$ cat config.mk
export PLATFORM = sky130hd
export DESIGN_NAME = rgm_mag_calc
export DESIGN_NICKNAME = d
export VERILOG_FILES = /design/src/rtl/rgm_pkg.sv /design/src/rtl/rgm_mag_calc.sv
export SDC_FILE = /design/constraint.sdc
export NUM_CORES = 1
export LEC_CHECK = 0
export BUFFER_PORTS_ARGS = -buffer_cell sky130_fd_sc_hd__buf_4
export CORE_MARGIN = 2
export CORE_UTILIZATION = 37
export DETAILED_ROUTE_END_ITERATION = 10
export PLACE_DENSITY = 0.59
export SYNTH_ARGS = -nofsm -noshare
export SYNTH_HDL_FRONTEND = slang
export SYNTH_SLANG_ARGS = --single-unit
$ cat constraint.sdc
create_clock -name vclk -period 6.4
set_input_delay 0 -clock vclk [all_inputs]
set_output_delay 0 -clock vclk [all_outputs]
set_load 0.02 [all_outputs]
$ cat src/rtl/rgm_pkg.sv
// ----------------------------------------------------------------------------
// rgm_pkg
// shared constants for the roberts gradient magnitude block
// ----------------------------------------------------------------------------
package rgm_pkg;

  // width of the magnitude result in quarter units
  localparam int MAG_W = 11;

  // width of the line width configuration register
  localparam int CFG_W = 13;

  // line width after reset
  localparam logic [CFG_W-1:0] LINE_WIDTH_RESET = 13'd640;

endpackage

$ cat src/rtl/rgm_mag_calc.sv
// ----------------------------------------------------------------------------
// rgm_mag_calc
// roberts cross differences and max + min/4 magnitude in quarter units
// ----------------------------------------------------------------------------
module rgm_mag_calc
  import rgm_pkg::*;
#(
  parameter int PIXEL_BITS = 8
) (
  input  logic [PIXEL_BITS-1:0] cur_pix,
  input  logic [PIXEL_BITS-1:0] upper_left_pix,
  input  logic [PIXEL_BITS-1:0] left_pix,
  input  logic [PIXEL_BITS-1:0] upper_pix,
  output logic [MAG_W-1:0]      magnitude
);

  localparam int FULL_W = PIXEL_BITS + 3;

  logic [PIXEL_BITS-1:0] diff_a;
  logic [PIXEL_BITS-1:0] diff_b;
  logic [PIXEL_BITS-1:0] hi_val;
  logic [PIXEL_BITS-1:0] lo_val;
  logic [FULL_W-1:0]     mag_full;

  // absolute differences along both diagonals
  assign diff_a = (cur_pix >= upper_left_pix) ? (cur_pix - upper_left_pix)
                                              : (upper_left_pix - cur_pix);
  assign diff_b = (left_pix >= upper_pix) ? (left_pix - upper_pix)
                                          : (upper_pix - left_pix);

  // larger and smaller of the two
  assign hi_val = (diff_a > diff_b) ? diff_a : diff_b;
  assign lo_val = (diff_a > diff_b) ? diff_b : diff_a;

  // 4*max + min
  assign mag_full  = (FULL_W'(hi_val) << 2) + FULL_W'(lo_val);
  assign magnitude = MAG_W'(mag_full);

endmodule

# Word-level counts from Yosys, hierarchy flattened
# Cells that the tools add are included.
# totals
in_bits	32
ff_bits	0
# op_classes
magnitude_cmp	3
n_mux	4
addsub	5
# op_table
cell	count
8-bit 2-to-1 mux	4
8-bit subtractor	4
8-bit greater-or-equal comparator	2
10-bit by 8-bit adder with 11-bit output	1
8-bit greater-than comparator	1

# Depth between registers and ports, before layout
# logic_depth
ltp_word	5
depth_mapped	30

# Worst setup path after synthesis
# No wires, ideal clock.
# synth_path
kind	input to output
start	input port cur_pix[0]
end	output port magnitude[9]
arrival_time_ns	5.209
t_required_ns	6.400
slack_ns	1.191
path_stages	27
n_path_buf	1
cell_sequence	inv_1 -> ha_1 -> inv_1 -> fa_1 -> nand3_1 -> a31oi_4 -> nor2_4 -> o32a_1 -> o311a_1 -> or3_4 -> and2_1 -> ha_1 -> a21oi_1 -> nand2_1 -> a211o_1 -> o311ai_4 -> buf_6 -> mux2i_1 -> ha_1 -> a21o_1 -> a21oi_1 -> o21bai_1 -> a21o_1 -> a21oi_1 -> nor3_1 -> xnor3_1 -> mux2i_1
# synth_via
elab_chain_cells	5
elab_cells_between_ends	8
cone_classes	add/sub (3); order compare (2); mux (3)
# synth_rtl
item	line_no	rtl
start: declaration	rgm_mag_calc.sv:10	input logic [PIXEL_BITS-1:0] cur_pix,
8-bit subtractor, or another cell as far along	rgm_mag_calc.sv:27	: (upper_left_pix - cur_pix);
8-bit 2-to-1 mux (*)	rgm_mag_calc.sv:26	assign diff_a = (cur_pix >= upper_left_pix) ? (cur_pix - upper_left_pix)
8-bit greater-than comparator	rgm_mag_calc.sv:32, rgm_mag_calc.sv:33	
8-bit 2-to-1 mux, on equally long branches	rgm_mag_calc.sv:32, rgm_mag_calc.sv:33	
10-bit by 8-bit adder with 11-bit output (*)	rgm_mag_calc.sv:36	assign mag_full = (FULL_W'(hi_val) << 2) + FULL_W'(lo_val);
end: declaration	rgm_mag_calc.sv:14	output logic [MAG_W-1:0] magnitude
# Every way passes the cells marked *; elsewhere a longest branch is shown, timed or not.

# Worst setup path in the final report
# layout_path
start	input port cur_pix[3]
end	output port magnitude[9]
# Same word-level chain as after synthesis.

==> impl_results.md <==
- Number of nets in the layout: 409
- Post-synthesis xor/xnor area fraction: 8.12%
- Worst slew slack as a fraction of its limit: 47.0%
- Global-route wire length before repair: 8620 um
- Placer Congestion: 0.855
- Post-route design area: 2530 um2
- Ratio of cells with drive above 1 in the final layout: 18.3%
- Number of endpoints failing setup at the final stage: 0
- Number of antenna violations at the first check in global routing: 0
- Startpoint Class: input pin
- Input/output buffers: 43
- Final cell count without fillers: 402
- Clock buffer cells: 0
- Die outline width: 80.9 um
- Standard-cell rows: 28
- Total nets after synthesis: 371
- Static leakage power: 0.00135 uW
- Worst setup path class: input pin to primary output
- Most frequent standard cell in the layout excluding fill and tap cells: inv_1
- Core Box Area: 5820 um2
- Final period demand of the worst path: 5.71 ns
- Post-Syn Instances: 291
- Accumulated negative setup slack: 0 ns
- Register area: 0 um2
- Outcome: complete, no violations
- Maximum clock frequency: 175 MHz
- Vias in the first global route: 1988
- Hold-fix buffers, CTS: 0
- Most Frequent Cell on Critical Path: ha_1
- Maximum number of pins on one net before global-route repair: 16
- Post-Synth Adder-Cell Area: 29.2%
- Number of instances in the placed design: 402
- Unrepaired setup endpoints after global routing: no
- WL per Instance: 12.4 um
- Final hold viol count: 0
- Per-instance average area after synthesis: 7.52 um2
- Simple logic cell fraction of the synthesized area: 16.8%
- Largest family of logic cells by synthesized area: adder cells
- Netlist area before placement: 2190 um2
- Starting utilization of the core area: 37.6%
- FF+latch count: 0
- Io pins: 43
- Ordered list of cells on the worst path: buf_4, inv_1, ha_1, nand4_1, a31oi_4, nor2_4, o32a_1, o311a_1, or3_4, and2_1, ha_1, nand4_1, o311ai_4, mux2i_1, ha_1, a21o_1, a21oi_1, o21bai_1, a21o_1, a21oi_1, nor3_1, xnor3_1, mux2i_1, buf_4
- Maximum cell stage delay along the critical path: 0.59 ns
- Final Max Slew Viols: 0
- Final routed wirelength across all metal layers: 4990 um
- Detailed router's first-iteration violation count: 87
- Distinct cell type count after synthesis: 58
- Req. time, crit path: 6.40 ns
- Synthesis warning total: 0
- Filler instances: 627
- PwrDens: 426 nW/um2
- Worst-Margin Slew: 0.776 ns
- Worst vdd rail ir drop: 0.346 mV
- Reported max-cap violation count: 0
- Antenna-violating nets left: 0
- Final Util: 43.6%
- Layout-stage area growth over the synthesis result: 15.9%
- Vias/cell: 5.19
- Number of vias in the routed layout: 2087
- Data arrival at the endpoint of the critical path: 5.71 ns
- Register area share after synthesis: 0%
- Post-placement cell area: 2530 um2
- Number of gates resized after cts: 0
- Sum of overflow across all layers after global routing: 0
- Initial DRT Pass Iterations: 4
- Floorplan die height: 80.9 um
- Number of remaining DRC errors: 0
- Cell at the slowest stage of the critical path: o311ai_4
- Global routing usage summed across all routing layers: 15.6%
- Commonest non-fill, non-tap cells in the layout: inv_1, buf_4, ha_1, a21oi_1, nand2_1
- Multiplexer share of the synthesized area: 6.58%
- Maximum fanout along the worst path: 11
- Total inserted antenna cells: 0
- Post-detailed-placement half-perimeter wirelength: 4360 um
- Die Footprint: 6540 um2
- Crit. End Element: primary output
- Final period util: 89.3%
- Post-synthesis compound-gate area fraction: 27.2%
- Post-CTS setup repair buffer count: 0
- Min-Delay Path Class: input pin to primary output
-- per-stage QoR --
stage	power (uW)	hold slack (ns)	setup WS [ns]
2_1_floorplan	767	0.301	1.19
3_3_place_gp	1080	0.552	0.761
3_5_place_dp	1080	0.537	0.683
4_1_cts	1090	0.540	0.672
5_1_grt	1180	0.588	0.133
6_report	1080	0.532	0.686
-- worst paths after layout --
check	startpoint	endpoint	slack, ns	cells after the start
worst max-delay path	cur_pix[3]	magnitude[9]	0.69	24
worst min-delay path	upper_left_pix[0]	magnitude[0]	0.53	4
-- cell families after synthesis --
kind of cell,after synthesis
multiplexers,14
buffers and inverters,57
XOR/XNOR,17
AO/OA/AOI/OAI,84
AND/OR/NAND/NOR,71
adder cells (fa/ha/maj),48
-- layout make-up --
class              instances  area (um2)  share of cell area, %
inverters                 48         180                   7.11
repair buffers            45         338                   13.3
multi-input cells        234        1920                   75.9
well taps                 75        93.8                   3.70
-- cells in the mapped netlist, types with 4 or more instances --
master	n	area, um2
a21oi_1	26	130
mux2i_1	11	110
xnor2_1	8	70.1
o211ai_1	5	37.5
nor2_1	15	56.3
a31oi_1	5	31.3
nand4_1	4	25.0
o21ai_1	7	35.0
nor3_1	10	50.1
nand3_1	7	35.0
inv_1	48	180
buf_6	4	45.0
ha_1	43	538
fa_1	5	100
xor2_1	7	61.3
nand2_1	18	67.6
a21o_1	5	37.5
-- routing by layer --
metal	track usage [%]	vias to the layer above	routed length, um
met4	0.678	0	23
li1	-	1101	-
met2	27.4	29	2330
met3	0	2	93
met5	0	-	0
met1	22.6	955	2540
-- critical path: cells and delay by family --
family	cells	cell delay, ns
buf+inv	3	0.26
fa+ha+maj	3	1.02
simple gates	6	1.18
xor+xnor	1	0.20
mux	2	0.49
compound gates	9	2.53
-- where the power goes --
| part | switching, uW | leakage (uW) | internal (uW) |
|---|---|---|---|
| Sequential | 0 | 0 | 0 |
| Combinational | 605 | 0.00135 | 476 |
| Clock | 0 | 0 | 0 |
| Total | 605 | 0.00135 | 476 |
(Power assumes the default switching activity.)
